==> config.mk <==
export PLATFORM = sky130hd
export DESIGN_NAME = ab_boot_slot_update_manager_core
export DESIGN_NICKNAME = d
export VERILOG_FILES = /design/src/absum_pkg.sv /design/src/absum_in_reg.sv /design/src/absum_meta_core.sv /design/src/absum_out_reg.sv /design/src/ab_boot_slot_update_manager_core.sv
export SDC_FILE = /design/constraint.sdc
export NUM_CORES = 1
export LEC_CHECK = 0
export BUFFER_PORTS_ARGS = -buffer_cell sky130_fd_sc_hd__buf_2
export CORE_AREA = 4 4 170 188
export CTS_CLUSTER_DIAMETER = 60
export CTS_CLUSTER_SIZE = 10
export DETAILED_ROUTE_END_ITERATION = 16
export DIE_AREA = 0 0 174 192
export PLACE_DENSITY = 0.76
export SLEW_MARGIN = 20
export SYNTH_ARGS = -nofsm -noshare
export SYNTH_HDL_FRONTEND = slang
export SYNTH_HIERARCHICAL = 1
export SYNTH_SLANG_ARGS = --single-unit
==> constraint.sdc <==
create_clock -name clk_i -period 8.05 [get_ports clk_i]
set_input_delay 1.61 -clock clk_i [delete_from_list [all_inputs] [get_ports clk_i]]
set_output_delay 1.61 -clock clk_i [all_outputs]
set_load 0.005 [all_outputs]
==> src/absum_pkg.sv <==
// ----------------------------------------------------------------------------
// absum_pkg
// Types, codes and constants shared by the A/B boot slot update manager.
// ----------------------------------------------------------------------------
package absum_pkg;

  localparam int unsigned SlotWidth     = 8;
  localparam int unsigned VersionWidth  = 32;
  localparam int unsigned AttemptWidth  = 8;

  localparam logic [AttemptWidth-1:0] MaxBootAttemptsReset = AttemptWidth'(3);

  typedef enum logic [1:0] {
    ModeStage   = 2'd0,
    ModeBoot    = 2'd1,
    ModeConfirm = 2'd2,
    ModeRestore = 2'd3
  } mode_e;

  typedef enum logic [2:0] {
    StatusOk         = 3'd0,
    StatusInvalid    = 3'd1,
    StatusInProgress = 3'd2,
    StatusVersion    = 3'd3,
    StatusNoCand     = 3'd4
  } status_e;

  typedef struct packed {
    mode_e                   mode;
    logic [SlotWidth-1:0]    slot;
    logic [VersionWidth-1:0] version;
    logic [VersionWidth-1:0] floor_version;
  } item_t;

  typedef struct packed {
    logic                    live_slot;
    logic [VersionWidth-1:0] live_version;
    logic [VersionWidth-1:0] floor_version;
    logic                    pending;
    logic                    cand_slot;
    logic [VersionWidth-1:0] cand_version;
    logic [AttemptWidth-1:0] attempts;
  } meta_t;

  typedef struct packed {
    status_e status;
    logic    rollback;
    meta_t   meta;
  } result_t;

endpackage

==> src/absum_in_reg.sv <==
// ----------------------------------------------------------------------------
// absum_in_reg
// Input register: holds one request until the evaluation stage takes it.
// ----------------------------------------------------------------------------
module absum_in_reg
  import absum_pkg::*;
(
  input  logic  clk_i,
  input  logic  rst_ni,
  input  logic  in_valid_i,
  output logic  in_ready_o,
  input  item_t item_i,
  output logic  valid_o,
  input  logic  advance_i,
  output item_t item_o
);

  logic  valid_q;
  item_t item_q;

  assign in_ready_o = !valid_q || advance_i;
  assign valid_o    = valid_q;
  assign item_o     = item_q;

  always_ff @(posedge clk_i or negedge rst_ni) begin
    if (!rst_ni) begin
      valid_q <= 1'b0;
    end else if (in_ready_o) begin
      valid_q <= in_valid_i;
    end
  end

  always_ff @(posedge clk_i) begin
    if (in_valid_i && in_ready_o) begin
      item_q <= item_i;
    end
  end

endmodule

==> src/absum_meta_core.sv <==
// ----------------------------------------------------------------------------
// absum_meta_core
// Slot metadata registers and command evaluation.
// ----------------------------------------------------------------------------
module absum_meta_core
  import absum_pkg::*;
(
  input  logic                    clk_i,
  input  logic                    rst_ni,
  input  logic                    cfg_we_i,
  input  logic [AttemptWidth-1:0] cfg_wdata_i,
  input  logic                    advance_i,
  input  item_t                   item_i,
  output result_t                 result_o
);

  logic [AttemptWidth-1:0] max_attempts_q;
  meta_t                   meta_q;
  meta_t                   meta_d;
  status_e                 status;
  logic                    rollback;
  logic                    slot_bad;
  logic [AttemptWidth:0]   attempts_inc;

  assign slot_bad     = item_i.slot > SlotWidth'(1);
  assign attempts_inc = {1'b0, meta_q.attempts} + (AttemptWidth+1)'(1);

  always_comb begin
    meta_d   = meta_q;
    status   = StatusOk;
    rollback = 1'b0;
    unique case (item_i.mode)
      ModeStage: begin
        if (slot_bad || item_i.slot == SlotWidth'(meta_q.live_slot) ||
            item_i.version == '0) begin
          status = StatusInvalid;
        end else if (meta_q.pending) begin
          status = StatusInProgress;
        end else if (item_i.version < meta_q.floor_version) begin
          status = StatusVersion;
        end else begin
          meta_d.pending      = 1'b1;
          meta_d.cand_slot    = item_i.slot[0];
          meta_d.cand_version = item_i.version;
          meta_d.attempts     = '0;
        end
      end
      ModeBoot: begin
        if (max_attempts_q == '0) begin
          status = StatusInvalid;
        end else if (!meta_q.pending) begin
          status = StatusNoCand;
        end else if (attempts_inc >= {1'b0, max_attempts_q}) begin
          rollback            = 1'b1;
          meta_d.pending      = 1'b0;
          meta_d.cand_slot    = 1'b0;
          meta_d.cand_version = '0;
          meta_d.attempts     = '0;
        end else begin
          meta_d.attempts = attempts_inc[AttemptWidth-1:0];
        end
      end
      ModeConfirm: begin
        if (!meta_q.pending || item_i.slot != SlotWidth'(meta_q.cand_slot)) begin
          status = StatusInvalid;
        end else if (item_i.version != meta_q.cand_version) begin
          status = StatusVersion;
        end else begin
          meta_d.live_slot    = meta_q.cand_slot;
          meta_d.live_version = meta_q.cand_version;
          if (meta_q.floor_version < meta_q.cand_version) begin
            meta_d.floor_version = meta_q.cand_version;
          end
          meta_d.pending      = 1'b0;
          meta_d.cand_slot    = 1'b0;
          meta_d.cand_version = '0;
          meta_d.attempts     = '0;
        end
      end
      ModeRestore: begin
        if (slot_bad || item_i.version < item_i.floor_version) begin
          status = StatusInvalid;
        end else begin
          meta_d.live_slot     = item_i.slot[0];
          meta_d.live_version  = item_i.version;
          meta_d.floor_version = item_i.floor_version;
          meta_d.pending       = 1'b0;
          meta_d.cand_slot     = 1'b0;
          meta_d.cand_version  = '0;
          meta_d.attempts      = '0;
        end
      end
      default: begin
        status = StatusInvalid;
      end
    endcase
  end

  assign result_o.status   = status;
  assign result_o.rollback = rollback;
  assign result_o.meta     = meta_d;

  always_ff @(posedge clk_i or negedge rst_ni) begin
    if (!rst_ni) begin
      max_attempts_q <= MaxBootAttemptsReset;
    end else if (cfg_we_i) begin
      max_attempts_q <= cfg_wdata_i;
    end
  end

  always_ff @(posedge clk_i or negedge rst_ni) begin
    if (!rst_ni) begin
      meta_q <= '0;
    end else if (advance_i) begin
      meta_q <= meta_d;
    end
  end

endmodule

==> src/absum_out_reg.sv <==
// ----------------------------------------------------------------------------
// absum_out_reg
// Result register: holds one result until the consumer takes it.
// ----------------------------------------------------------------------------
module absum_out_reg
  import absum_pkg::*;
(
  input  logic    clk_i,
  input  logic    rst_ni,
  input  logic    valid_i,
  output logic    advance_o,
  input  result_t result_i,
  output logic    out_valid_o,
  input  logic    out_ready_i,
  output result_t result_o
);

  logic    valid_q;
  result_t result_q;

  assign advance_o   = valid_i && (!valid_q || out_ready_i);
  assign out_valid_o = valid_q;
  assign result_o    = result_q;

  always_ff @(posedge clk_i or negedge rst_ni) begin
    if (!rst_ni) begin
      valid_q <= 1'b0;
    end else if (!valid_q || out_ready_i) begin
      valid_q <= valid_i;
    end
  end

  always_ff @(posedge clk_i) begin
    if (advance_o) begin
      result_q <= result_i;
    end
  end

endmodule

==> src/ab_boot_slot_update_manager_core.sv <==
// ----------------------------------------------------------------------------
// ab_boot_slot_update_manager_core
// A/B firmware slot metadata keeper with staged candidate and rollback.
// ----------------------------------------------------------------------------
// Each request (stage, boot attempt, confirm, restore) is taken into an input
// register, evaluated combinationally against the slot metadata and written to
// a result register together with the updated metadata, from which it drives
// the outputs. One request is accepted every cycle while the result side keeps
// up, the limit being the evaluation loop through the metadata registers. The
// user must write max_boot_attempts through cfg_we_i/cfg_wdata_i only while no
// request is in flight; the block itself does not enforce this.
module ab_boot_slot_update_manager_core
  import absum_pkg::*;
(
  input  logic                    clk_i,
  input  logic                    rst_ni,
  input  logic                    cfg_we_i,
  input  logic [AttemptWidth-1:0] cfg_wdata_i,
  input  logic                    in_valid_i,
  output logic                    in_ready_o,
  input  logic [1:0]              mode_i,
  input  logic [SlotWidth-1:0]    slot_i,
  input  logic [VersionWidth-1:0] version_i,
  input  logic [VersionWidth-1:0] floor_version_i,
  output logic                    out_valid_o,
  input  logic                    out_ready_i,
  output logic [2:0]              status_o,
  output logic                    rollback_o,
  output logic                    cur_active_slot_o,
  output logic [VersionWidth-1:0] cur_active_version_o,
  output logic [VersionWidth-1:0] cur_floor_version_o,
  output logic                    candidate_pending_o,
  output logic                    cur_pending_slot_o,
  output logic [VersionWidth-1:0] cur_pending_version_o,
  output logic [AttemptWidth-1:0] cur_attempts_o
);

  item_t   item_in;
  item_t   item_q;
  logic    item_valid;
  logic    advance;
  result_t result;
  result_t result_q;

  assign item_in.mode          = mode_e'(mode_i);
  assign item_in.slot          = slot_i;
  assign item_in.version       = version_i;
  assign item_in.floor_version = floor_version_i;

  absum_in_reg u_in_reg (
    .clk_i     (clk_i),
    .rst_ni    (rst_ni),
    .in_valid_i(in_valid_i),
    .in_ready_o(in_ready_o),
    .item_i    (item_in),
    .valid_o   (item_valid),
    .advance_i (advance),
    .item_o    (item_q)
  );

  absum_meta_core u_meta_core (
    .clk_i      (clk_i),
    .rst_ni     (rst_ni),
    .cfg_we_i   (cfg_we_i),
    .cfg_wdata_i(cfg_wdata_i),
    .advance_i  (advance),
    .item_i     (item_q),
    .result_o   (result)
  );

  absum_out_reg u_out_reg (
    .clk_i      (clk_i),
    .rst_ni     (rst_ni),
    .valid_i    (item_valid),
    .advance_o  (advance),
    .result_i   (result),
    .out_valid_o(out_valid_o),
    .out_ready_i(out_ready_i),
    .result_o   (result_q)
  );

  assign status_o              = result_q.status;
  assign rollback_o            = result_q.rollback;
  assign cur_active_slot_o     = result_q.meta.live_slot;
  assign cur_active_version_o  = result_q.meta.live_version;
  assign cur_floor_version_o   = result_q.meta.floor_version;
  assign candidate_pending_o   = result_q.meta.pending;
  assign cur_pending_slot_o    = result_q.meta.cand_slot;
  assign cur_pending_version_o = result_q.meta.cand_version;
  assign cur_attempts_o        = result_q.meta.attempts;

endmodule
Yosys cells after proc, flatten, opt, wreduce, memory -nomap -nowiden
Index checks and enable logic that the tools add are counted.
Widths: inputs -> output; s select.
{"block": "totals", "out_inout_bits": 113, "inputBits": 87, "reg_bits": 302, "wordCells": 75}
{"block": "classes", "bitwise_logic": 2, "eq_ne": 6, "magnitude_cmp": 5, "addsub": 1, "muxes": 23, "reduce_logical": 15}
{"cell": "$mux 107", "n": 3}
{"cell": "$mux 42", "n": 5}
{"cell": "$pmux 42 s4", "n": 1}
{"cell": "$pmux 65 s2", "n": 1}
{"cell": "$lt 32x32->1", "n": 3}
{"cell": "$mux 34", "n": 1}
{"cell": "$logic_not 32->1", "n": 1}
{"cell": "$mux 32", "n": 1}
{"cell": "$ne 32x32->1", "n": 1}
{"cell": "$mux 3", "n": 5}
{"cell": "$pmux 3 s4", "n": 1}
{"cell": "$add 8x1->9 const B", "n": 1}
{"cell": "$ge 9x8->1", "n": 1}
{"cell": "$eq 8x1->1", "n": 1}
{"cell": "$gt 8x1->1 const B", "n": 1}
{"cell": "$logic_not 8->1", "n": 1}
{"cell": "$mux 8", "n": 1}
{"cell": "$ne 8x1->1", "n": 1}
{"cell": "$logic_or 1x1->1", "n": 6}
{"cell": "$eq 2x2->1 const B", "n": 2}
{"cell": "$mux 2", "n": 2}
{"cell": "$logic_not 1->1", "n": 3}
{"cell": "$reduce_or 3->1", "n": 1}
{"cell": "$eq 2x1->1 const B", "n": 1}
{"cell": "4 further kinds", "n": 7}

Logic depth before layout (Yosys ltp)
Gate-level depths: netlist of the first run.
{"block": "depth", "word_depth": 6, "ltp_mapped": 15}

Hierarchy
Netlist of the first run, hierarchy kept.
{"mod": "absum_meta_core", "n_inst": 1, "area_per_inst_um2": 10721.5, "cells_each": 1276}
{"mod": "absum_out_reg", "n_inst": 1, "area_per_inst_um2": 3377.0, "cells_each": 115}
{"mod": "absum_in_reg", "n_inst": 1, "area_per_inst_um2": 2275.9, "cells_each": 78}

Least setup slack after synthesis of the first run
Ideal clock, no wire load.
{"block": "synth_path", "path_kind": "in2out", "from": "in out_ready_i", "to": "out in_ready_o", "n_path_buf": 0, "stages": 3, "path_slack_ns": 1.584, "arrival_time_ns": 4.856, "required_time_ns": 6.440, "cell_sequence": "nand2b_1 and2_1 nand2b_4"}
{"block": "synth_via", "elab_chain_cells": 3}
{"item": "start: declaration", "line": "ab_boot_slot_update_manager_core.sv:26", "rtl": "input logic out_ready_i,"}
{"item": "$logic_or 1x1->1", "line": "absum_out_reg.sv:21", "rtl": "assign advance_o = valid_i && (!valid_q || out_ready_i);"}
{"item": "$logic_and 1x1->1", "line": "absum_out_reg.sv:21"}
{"item": "named net advance", "line": "ab_boot_slot_update_manager_core.sv:41", "rtl": "logic advance;"}
{"item": "$logic_or 1x1->1", "line": "absum_in_reg.sv:21", "rtl": "assign in_ready_o = !valid_q || advance_i;"}
{"item": "end: declaration", "line": "ab_boot_slot_update_manager_core.sv:20", "rtl": "output logic in_ready_o,"}
The timed path passes the listed nets, and every way through them passes these cells.

Final worst setup path of the first run
{"block": "layout_path", "from": "reg, netlist name u_in_reg/item_o[68]", "to": "reg u_meta_core/meta_q[70] (netlist name)"}
{"block": "layout_via", "elab_chain_cells": 4, "elab_cells_between_ends": 7}
{"item": "$gt 8x1->1 or $ne 8x1->1 (tied branches)", "line": "absum_meta_core.sv:25, absum_meta_core.sv:64"}
{"item": "$logic_or 1x1->1 (on tied branches)", "line": "absum_meta_core.sv:81, absum_meta_core.sv:64"}
{"item": "$mux 107 (on tied branches)", "line": "absum_meta_core.sv:81, absum_meta_core.sv:64"}
{"item": "$pmux 65 s2 (*)", "line": "absum_meta_core.sv:32", "rtl": "unique case (item_i.mode)"}
{"item": "end signal: assignment", "line": "absum_meta_core.sv:115", "rtl": "meta_q <= meta_d;"}
{"item": "end: declaration", "line": "absum_meta_core.sv:18", "rtl": "meta_t meta_q;"}
Every way passes the cells marked *; elsewhere a longest branch is shown, timed or not.
A chain may end at the register's enable or synchronous reset.

==> results by group, run 1 <==
Synthesis
  • Synthesis-stage register bit count: 302
  • Cell variety after synth: 68
  • Mapped cell area: 16400 um^2
  • Syn nets: 1658
  • Post-synth EDFFs: 185
  • Post-synthesis xor/xnor area fraction: 2.14%
  • Top cell type's share of synthesized area: 33.9%
  • Ys async rst share: 38.7%
  • Post-Synthesis Cells: 1469
  • Synth area leader: edfxtp_1
  • Synthesized area per cell: 11.1 um^2
  • Synth area leaders: edfxtp_1 (34%), dfrtp_1 (18%), ha_1 (7.8%)
  • Largest family of logic cells by synthesized area: compound AO/OA/AOI/OAI gates
  • Compound-Gate Fraction of Synth Area: 22.1%
  • Synth Area in Simple Gates: 7.35%
  • Adder-cell share of the synthesized area: 7.79%
  • Post-synthesis sequential area ratio: 51.8%
  • Synth warn: 6
  • Top_reg_cell synth: edfxtp_1
  • Post-synthesis mux area share: 2.83%

Clock network
  • Reg clk slew, reported paths: 0.06 ns
  • Worst-Skew Late Latency: 0.53 ns
  • Clock Tree Buf Depth: 3
  • CTS Hold Bufs: 0
  • H-tree Lvls: 2
  • Total CTS buffers: 37
  • CTS tree: yes
  • CTS resizes: 0
  • Root buf cell: clkbuf_16
  • Setup bufs post-CTS: 0
  • Sink Count: 302

Timing
  • RSZ-0062 raised after global routing: false
  • Worst Tran Pin Value: 1.14 ns
  • Setup tns final: 0 ns
  • Max Clk Rate: 0.205 GHz
  • Setup skew after layout: 0.0236 ns
  • Period utilization: 60.7%
  • Final hold viol count: 0
  • Worst rel slew slack: 23.7%
  • Setup violators final: 0
  • Final min period: 4.89 ns
  • Slew Viols, Final: 0

Power
  • Seq pwr share: 45.8%
  • Pwr dens: 245 nW/um^2
  • Leakage: 8.14 nW
  • Share of total power in combinational logic: 20.4%
  • Total internal power: 3.24 mW
  • Max IR drop VDD: 0.188 mV
  • P_sw: 1.35 mW
  • Clock Power Share: 33.8%
  • Net Sw Frac: 29.5%

Cells and area
  • Final core utilization: 62.1%
  • Area grow syn2layout: 14.5%
  • Final nets: 1814
  • Non-Filler Instances: 2032
  • Ratio of cells with drive above 1 in the final layout: 17.4%
  • N_diodes: 0

Floorplanning
  • Die area: 33400 um^2
  • Initial Util: 54.3%
  • Die Y-Extent: 192 um
  • Num rows: 67
  • Die Width: 174 um
  • Top-level port count: 200
  • CORE AREA: 30200 um^2

Drt
  • Via count: 13438
  • Routed length on met3: 5.15 mm
  • 1st-iter DRT viols: 1651
  • Drt drc: 0
  • Wirelength per Cell: 24.7 um
  • Drt pass-1 iters: 6
  • Via/cell ratio: 6.61
  • Antenna-violating nets left: 0
  • Total length of routed wires: 50.2 mm
  • Top Layer Used: met4
  • Routed wl met2: 22.9 mm
  • WL met1: 20.4 mm

Critical path
  • Worst Path Required: 8.45 ns
  • Worst path max stage delay: 0.83 ns
  • Crit path DAT: 5.29 ns
  • Top Family by Delay on Critical Path: simple AND/OR/NAND/NOR gates
  • Slowest-stage cell, CP: and2_1
  • CP Class: flop to flop
  • Crit path cell chain: or4_4 > nor4_4 > nand3_1 > or4_2 > nor3_4 > buf_4 > and2_1 > o21ai_1 > a221o_1
  • Critical path fanouts, max: 26
  • Worst Path Buf+Inv: 1
  • Crit. End Element: flop
  • Crit start category: flop

Placement
  • Placer congestion estimate: 0.983
  • Cell count after placement: 1965
  • Detail Placement HPWL: 34.1 mm
  • IO buf count: 199

Hold path
  • Min-delay worst type: flop to flop

Global routing
  • Antenna violations before repair: 0
  • All-Layer GR Usage: 29.2%
  • Pin count of the biggest net entering global routing: 116
  • First-pass GRT wire length: 76.6 mm
  • Grt total ovfl: 0
  • Number of global-route vias before repair: 12984

Flow run
  • Max-cap violations: 0

Status
  • Status: complete, no violations
[area by class of cell]
class	instances	area, um^2
flip-flops and latches	302	8490
multi-input cells	922	6980
well taps	379	474
inverters	144	541
clock inverters	4	28.8
clock buffers	63	1090
fillers	2454	11400
repair buffers	218	1150
[layout by cell type (no fill, tap or decap), types with 22 or more instances in the layout]
cell       Yosys  routed
nand2_1       94      93
o221ai_1      69      69
edfxtp_1     185     185
a22o_1       102     102
a221o_1       23      23
clkbuf_16      0      39
dfrtp_1      115     115
o21ai_0       70      69
a21oi_1       68      68
ha_1         102     102
mux2i_1       44      44
a22oi_1       36      36
xor2_1        35      35
nor2_1        50      48
buf_2          9     198
clkbuf_1      84      22
inv_1        144     144
[worst paths after layout]
path / from / to / slack (ns) / depth (start not counted)
max: u_in_reg/item_o[68] / u_meta_core/meta_q[70] / 3.16 / 9
min: u_in_reg/item_o[1] / u_meta_core/meta_q[43] / 0.53 / 2
max reg2reg: u_in_reg/item_o[68] / u_meta_core/meta_q[70] / 3.16 / 9
min reg2reg: u_in_reg/item_o[1] / u_meta_core/meta_q[43] / 0.53 / 2
max in group asynchronous: rst_ni / u_out_reg/out_valid_o / 5.50 / 2
min in group asynchronous: rst_ni / u_meta_core/meta_q[104] / 1.24 / 1
[through the flow]
stage / worst slack [ns] / cell area (um^2) / hold WS (ns) / total power, mW
3_5_place_dp: 3.14 / 17600 / 0.523 / 3.05
3_3_place_gp: 3.15 / 17600 / 0.490 / 3.01
2_1_floorplan: 1.58 / 16400 / 0.486 / 2.70
6_report: 3.16 / 18800 / 0.535 / 4.59
4_1_cts: 3.13 / 18700 / 0.530 / 4.61
5_1_grt: 3.05 / 18800 / 0.569 / 4.80
[state kept, by name, summed over array words and instances (netlist names)]
register / count
u_in_reg/item_o: 74
u_in_reg/valid_o: 1
u_meta_core/max_attempts_q: 8
u_meta_core/meta_q: 107
u_out_reg/out_valid_o: 1
u_out_reg/result_o: 111
[tightest hold or removal path: cells and delay by family (launching register included)]
family         cells  cell delay [ns]
flip-flops         1             0.35
AO/OA/AOI/OAI      2             0.16
[power groups by stage]
stage / combinational [mW] / clock (mW) / sequential, mW
global route: 1.03 / 1.64 / 2.13
detailed placement: 0.924 / 0 / 2.12
finish: 0.936 / 1.55 / 2.10
CTS: 0.929 / 1.58 / 2.10
floorplan: 0.626 / 0 / 2.07
global placement: 0.891 / 0 / 2.12
[logic make-up (layout without fill, tap and decap cells)]
| kind of cell | count (synthesis) | after routing |
|---|---|---|
| fa+ha+maj | 102 | 102 |
| compound gates | 488 | 488 |
| flops | 302 | 302 |
| xor+xnor | 40 | 40 |
| simple gates | 246 | 246 |
| buf+inv | 245 | 429 |
| mux | 46 | 46 |
[cells in the mapped netlist (7+ instances only)]
library cell and count:
nor3_1 8, ha_1 102, a21oi_1 68, mux2i_1 44
a221o_1 23, nor2_1 50, edfxtp_1 185, a22o_1 102
o22ai_1 9, clkbuf_1 84, o221ai_1 69, nand2b_1 9
a21o_1 15, a211oi_1 14, inv_1 144, nor4_1 22
nand2_1 94, a31oi_1 13, buf_2 9, a22oi_1 36
o21ai_0 70, nand4_1 14, o21a_1 7, nand3_1 18
and3_1 10, dfrtp_1 115, xor2_1 35, a32oi_1 19
[layer usage]
layer / GRT usage [%] / vias to the layer above
met4: 10.3 / 0
met5: 0 / -
met3: 6.24 / 124
met1: 40.7 / 6505
li1: - / 5949
met2: 45.7 / 860
Note: power is estimated with default switching activity, not from simulation.
==> run 2: changes to the inputs <==
--- a/config.mk
+++ b/config.mk
@@ -5,13 +5,14 @@
 export SDC_FILE = /design/constraint.sdc
 export NUM_CORES = 1
 export LEC_CHECK = 0
+export ABC_AREA = 1
 export BUFFER_PORTS_ARGS = -buffer_cell sky130_fd_sc_hd__buf_2
-export CORE_AREA = 4 4 170 188
+export CORE_AREA = 4 4 180 200
 export CTS_CLUSTER_DIAMETER = 60
 export CTS_CLUSTER_SIZE = 10
 export DETAILED_ROUTE_END_ITERATION = 16
-export DIE_AREA = 0 0 174 192
-export PLACE_DENSITY = 0.76
+export DIE_AREA = 0 0 184 204
+export PLACE_DENSITY = 0.75
 export SLEW_MARGIN = 20
 export SYNTH_ARGS = -nofsm -noshare
 export SYNTH_HDL_FRONTEND = slang
==> constraint.sdc (replaced) <==
create_clock -name clk_i -period 5 [get_ports clk_i]
set_input_delay 1 -clock clk_i [delete_from_list [all_inputs] [get_ports clk_i]]
set_output_delay 1 -clock clk_i [all_outputs]
set_load 0.005 [all_outputs]
==> results by group, run 2 <==
Status
  • Status: complete, no violations

Placement
  • Placed Area: 19700 um^2
  • Placer congestion estimate: 0.979
  • Cell count after placement: 2891
  • Detail Placement HPWL: 41.4 mm
  • IO buf count: 199

Synthesis
  • Post-synthesis mux area share: 0.0611%
  • Cell variety after synth: 39
  • Synth area leader: edfxtp_1
  • Post-synthesis xor/xnor area fraction: 1.09%
  • Synth area leaders: edfxtp_1 (30%), nand2_1 (18%), dfrtp_1 (16%)
  • Top cell type's share of synthesized area: 30.1%
  • Adder-cell share of the synthesized area: 6.92%
  • Compound-Gate Fraction of Synth Area: 8.69%
  • Largest family of logic cells by synthesized area: simple AND/OR/NAND/NOR gates
  • Ys async rst share: 38.7%
  • Post-Synthesis Cells: 2342
  • Count leader, synth: nand2_1
  • Synthesis-stage register bit count: 302
  • Top_reg_cell synth: edfxtp_1
  • Syn nets: 2531
  • Post-synth EDFFs: 185
  • Synth Area in Simple Gates: 28.7%
  • Synthesized area per cell: 7.87 um^2
  • Synth warn: 6
  • Top cells by count, synth: nand2_1 (862), inv_1 (226), nand3_1 (223)
  • Post-synthesis sequential area ratio: 46.0%
  • Mapped cell area: 18400 um^2

Global routing
  • Pin count of the biggest net entering global routing: 88
  • All-Layer GR Usage: 31.9%
  • Grt total ovfl: 0
  • First-pass GRT wire length: 94.0 mm
  • Number of global-route vias before repair: 16438
  • Antenna violations before repair: 1

Timing
  • Setup tns final: 0 ns
  • Final Hold Slack: 0.506 ns
  • Worst Tran Pin Value: 1.15 ns
  • RSZ-0062 raised after global routing: false
  • Period utilization: 73.7%
  • Setup skew after layout: 0.0230 ns
  • Final min period: 3.68 ns
  • Slew Viols, Final: 0
  • Setup violators final: 0
  • Worst rel slew slack: 22.9%
  • Final hold viol count: 0
  • Max Clk Rate: 0.271 GHz

Cells and area
  • Ratio of cells with drive above 1 in the final layout: 12.8%
  • N_diodes: 0
  • Non-Filler Instances: 2956
  • Fillers: 2987
  • Largest register FFs: 111
  • Final nets: 2681
  • Most frequent cells in the layout: nand2_1 (862), inv_1 (225), nand3_1 (223), buf_2 (198), edfxtp_1 (185)
  • Commonest non-fill, non-tap cell in the layout: nand2_1
  • Area grow syn2layout: 12.8%
  • Design area: 20800 um^2

Critical path
  • Worst path max stage delay: 0.52 ns
  • Crit path DAT: 3.95 ns
  • Slowest-stage cell, CP: nand3_2
  • Crit. End Element: flop
  • Crit path cell chain: nand3_1 > nor2_1 > nand2_1 > nor3_1 > xor2_1 > inv_1 > ha_1 > nand2_1 > nor4_1 > nand2_1 > nand3_2 > buf_4 > a31oi_1 > nand2_1 > clkinv_1 > nor2_1 > nand2_1
  • Worst Path Required: 5.26 ns
  • CP Class: flop to flop
  • Worst Path Buf+Inv: 3
  • Critical path fanouts, max: 24
  • Top Family by Delay on Critical Path: simple AND/OR/NAND/NOR gates
  • Crit start category: flop
  • Most numerous cell on the critical path: nand2_1

Clock network
  • Sink Count: 302
  • Root buf cell: clkbuf_16
  • Clock Tree Buf Depth: 3
  • H-tree Lvls: 2
  • Setup bufs post-CTS: 0
  • CTS tree: yes
  • CTS Hold Bufs: 0
  • Reg clk slew, reported paths: 0.06 ns
  • Worst-Skew Late Latency: 0.53 ns
  • Total CTS buffers: 37
  • CTS resizes: 0

Floorplanning
  • Die area: 37500 um^2
  • Initial Util: 54.3%
  • CORE AREA: 33900 um^2
  • Die Y-Extent: 204 um
  • Die Width: 184 um
  • Num rows: 71
  • Top-level port count: 200

Drt
  • Drt pass-1 iters: 6
  • Wirelength per Cell: 20.7 um
  • Total length of routed wires: 61.2 mm
  • Antenna-violating nets left: 0
  • Via count: 17659
  • 1st-iter DRT viols: 2345
  • Drt drc: 0
  • Via/cell ratio: 5.97

Hold path
  • Min-delay worst type: flop to flop

Power
  • Leakage: 10.6 nW
  • Max IR drop VDD: 0.352 mV
  • Pwr Total: 7.03 mW
  • Pwr dens: 338 nW/um^2

Flow run
  • Max-cap violations: 0
==> run 2: cell count changes in the layout (fill, tap and decap cells not counted), sizes merged, moves of 36 or more <==
cell	before	now
inv	145	245
nor2	50	93
a22o	102	0
nand4	14	63
nand2	94	865
o211ai	2	58
mux2i	44	0
nand3	18	226
o221ai	69	18
a22oi	36	0
==> run 2: final timing paths <==
check                                                end  depth (start not counted)              startpoint  slack [ns]
setup reg to reg                  u_out_reg/result_o[19]                         17   u_meta_core/meta_q[2]        1.32
hold / removal                    u_meta_core/meta_q[93]                          2  u_meta_core/meta_q[93]        0.51
setup / recovery                  u_out_reg/result_o[19]                         17   u_meta_core/meta_q[2]        1.32
max in group asynchronous         u_meta_core/meta_q[58]                          2                  rst_ni        3.32
min in group asynchronous  u_meta_core/max_attempts_q[4]                          1                  rst_ni        0.61
hold reg to reg                   u_meta_core/meta_q[93]                          2  u_meta_core/meta_q[93]        0.51
==> run 2: report_power, final <==
part	internal [mW]	switching, mW	total (mW)
Sequential	2.92	0.209	3.13
Clock	1.41	1.02	2.43
Combinational	0.454	1.01	1.47
Total	4.79	2.24	7.03
==> run 2: per-layer routing <==
layer | track usage, % | vias to the layer above | wire length (um)
li1 | - | 8086 | -
met1 | 43.2 | 8070 | 23200
met2 | 48.8 | 1257 | 27200
met3 | 7.05 | 244 | 7300
met4 | 15.7 | 2 | 3550
met5 | 0 | - | 16
==> run 2: cell type report <==
type / instances / area [um^2] / share of cell area (%)
Multi-Input combinational cell: 1657 / 8430 / 40.6
Sequential cell: 302 / 8490 / 40.8
Clock inverter: 3 / 21.3 / 0.102
Clock buffer: 62 / 1040 / 5.01
Tap cell: 438 / 548 / 2.64
Timing Repair Buffer: 236 / 1280 / 6.14
Inverter: 258 / 982 / 4.72
==> run 2: worst register-to-register path, cell delays in order, from the launching register on <==
cell,delay [ns]
dfrtp_1,0.47
nand3_1,0.16
nor2_1,0.11
nand2_1,0.09
nor3_1,0.26
xor2_1,0.20
inv_1,0.08
ha_1,0.32
nand2_1,0.07
nor4_1,0.31
nand2_1,0.10
nand3_2,0.52
buf_4,0.30
a31oi_1,0.09
nand2_1,0.09
clkinv_1,0.06
nor2_1,0.10
nand2_1,0.09
==> run 2: logic make-up after synthesis <==
logic type / Yosys count
buffers and inverters: 383
adders and majority gates: 102
and+or+nand+nor: 1267
AOI/OAI and AO/OA: 264
DFF: 302
xor gates and xnor gates: 23
muxes: 1
==> run 2: through the flow <==
stage,worst slack (ns),utilization [%]
2_1_floorplan,-0.0109,-
3_3_place_gp,1.56,58.1
3_5_place_dp,1.43,58.1
4_1_cts,1.42,61.3
5_1_grt,1.03,61.3
6_report,1.32,61.3
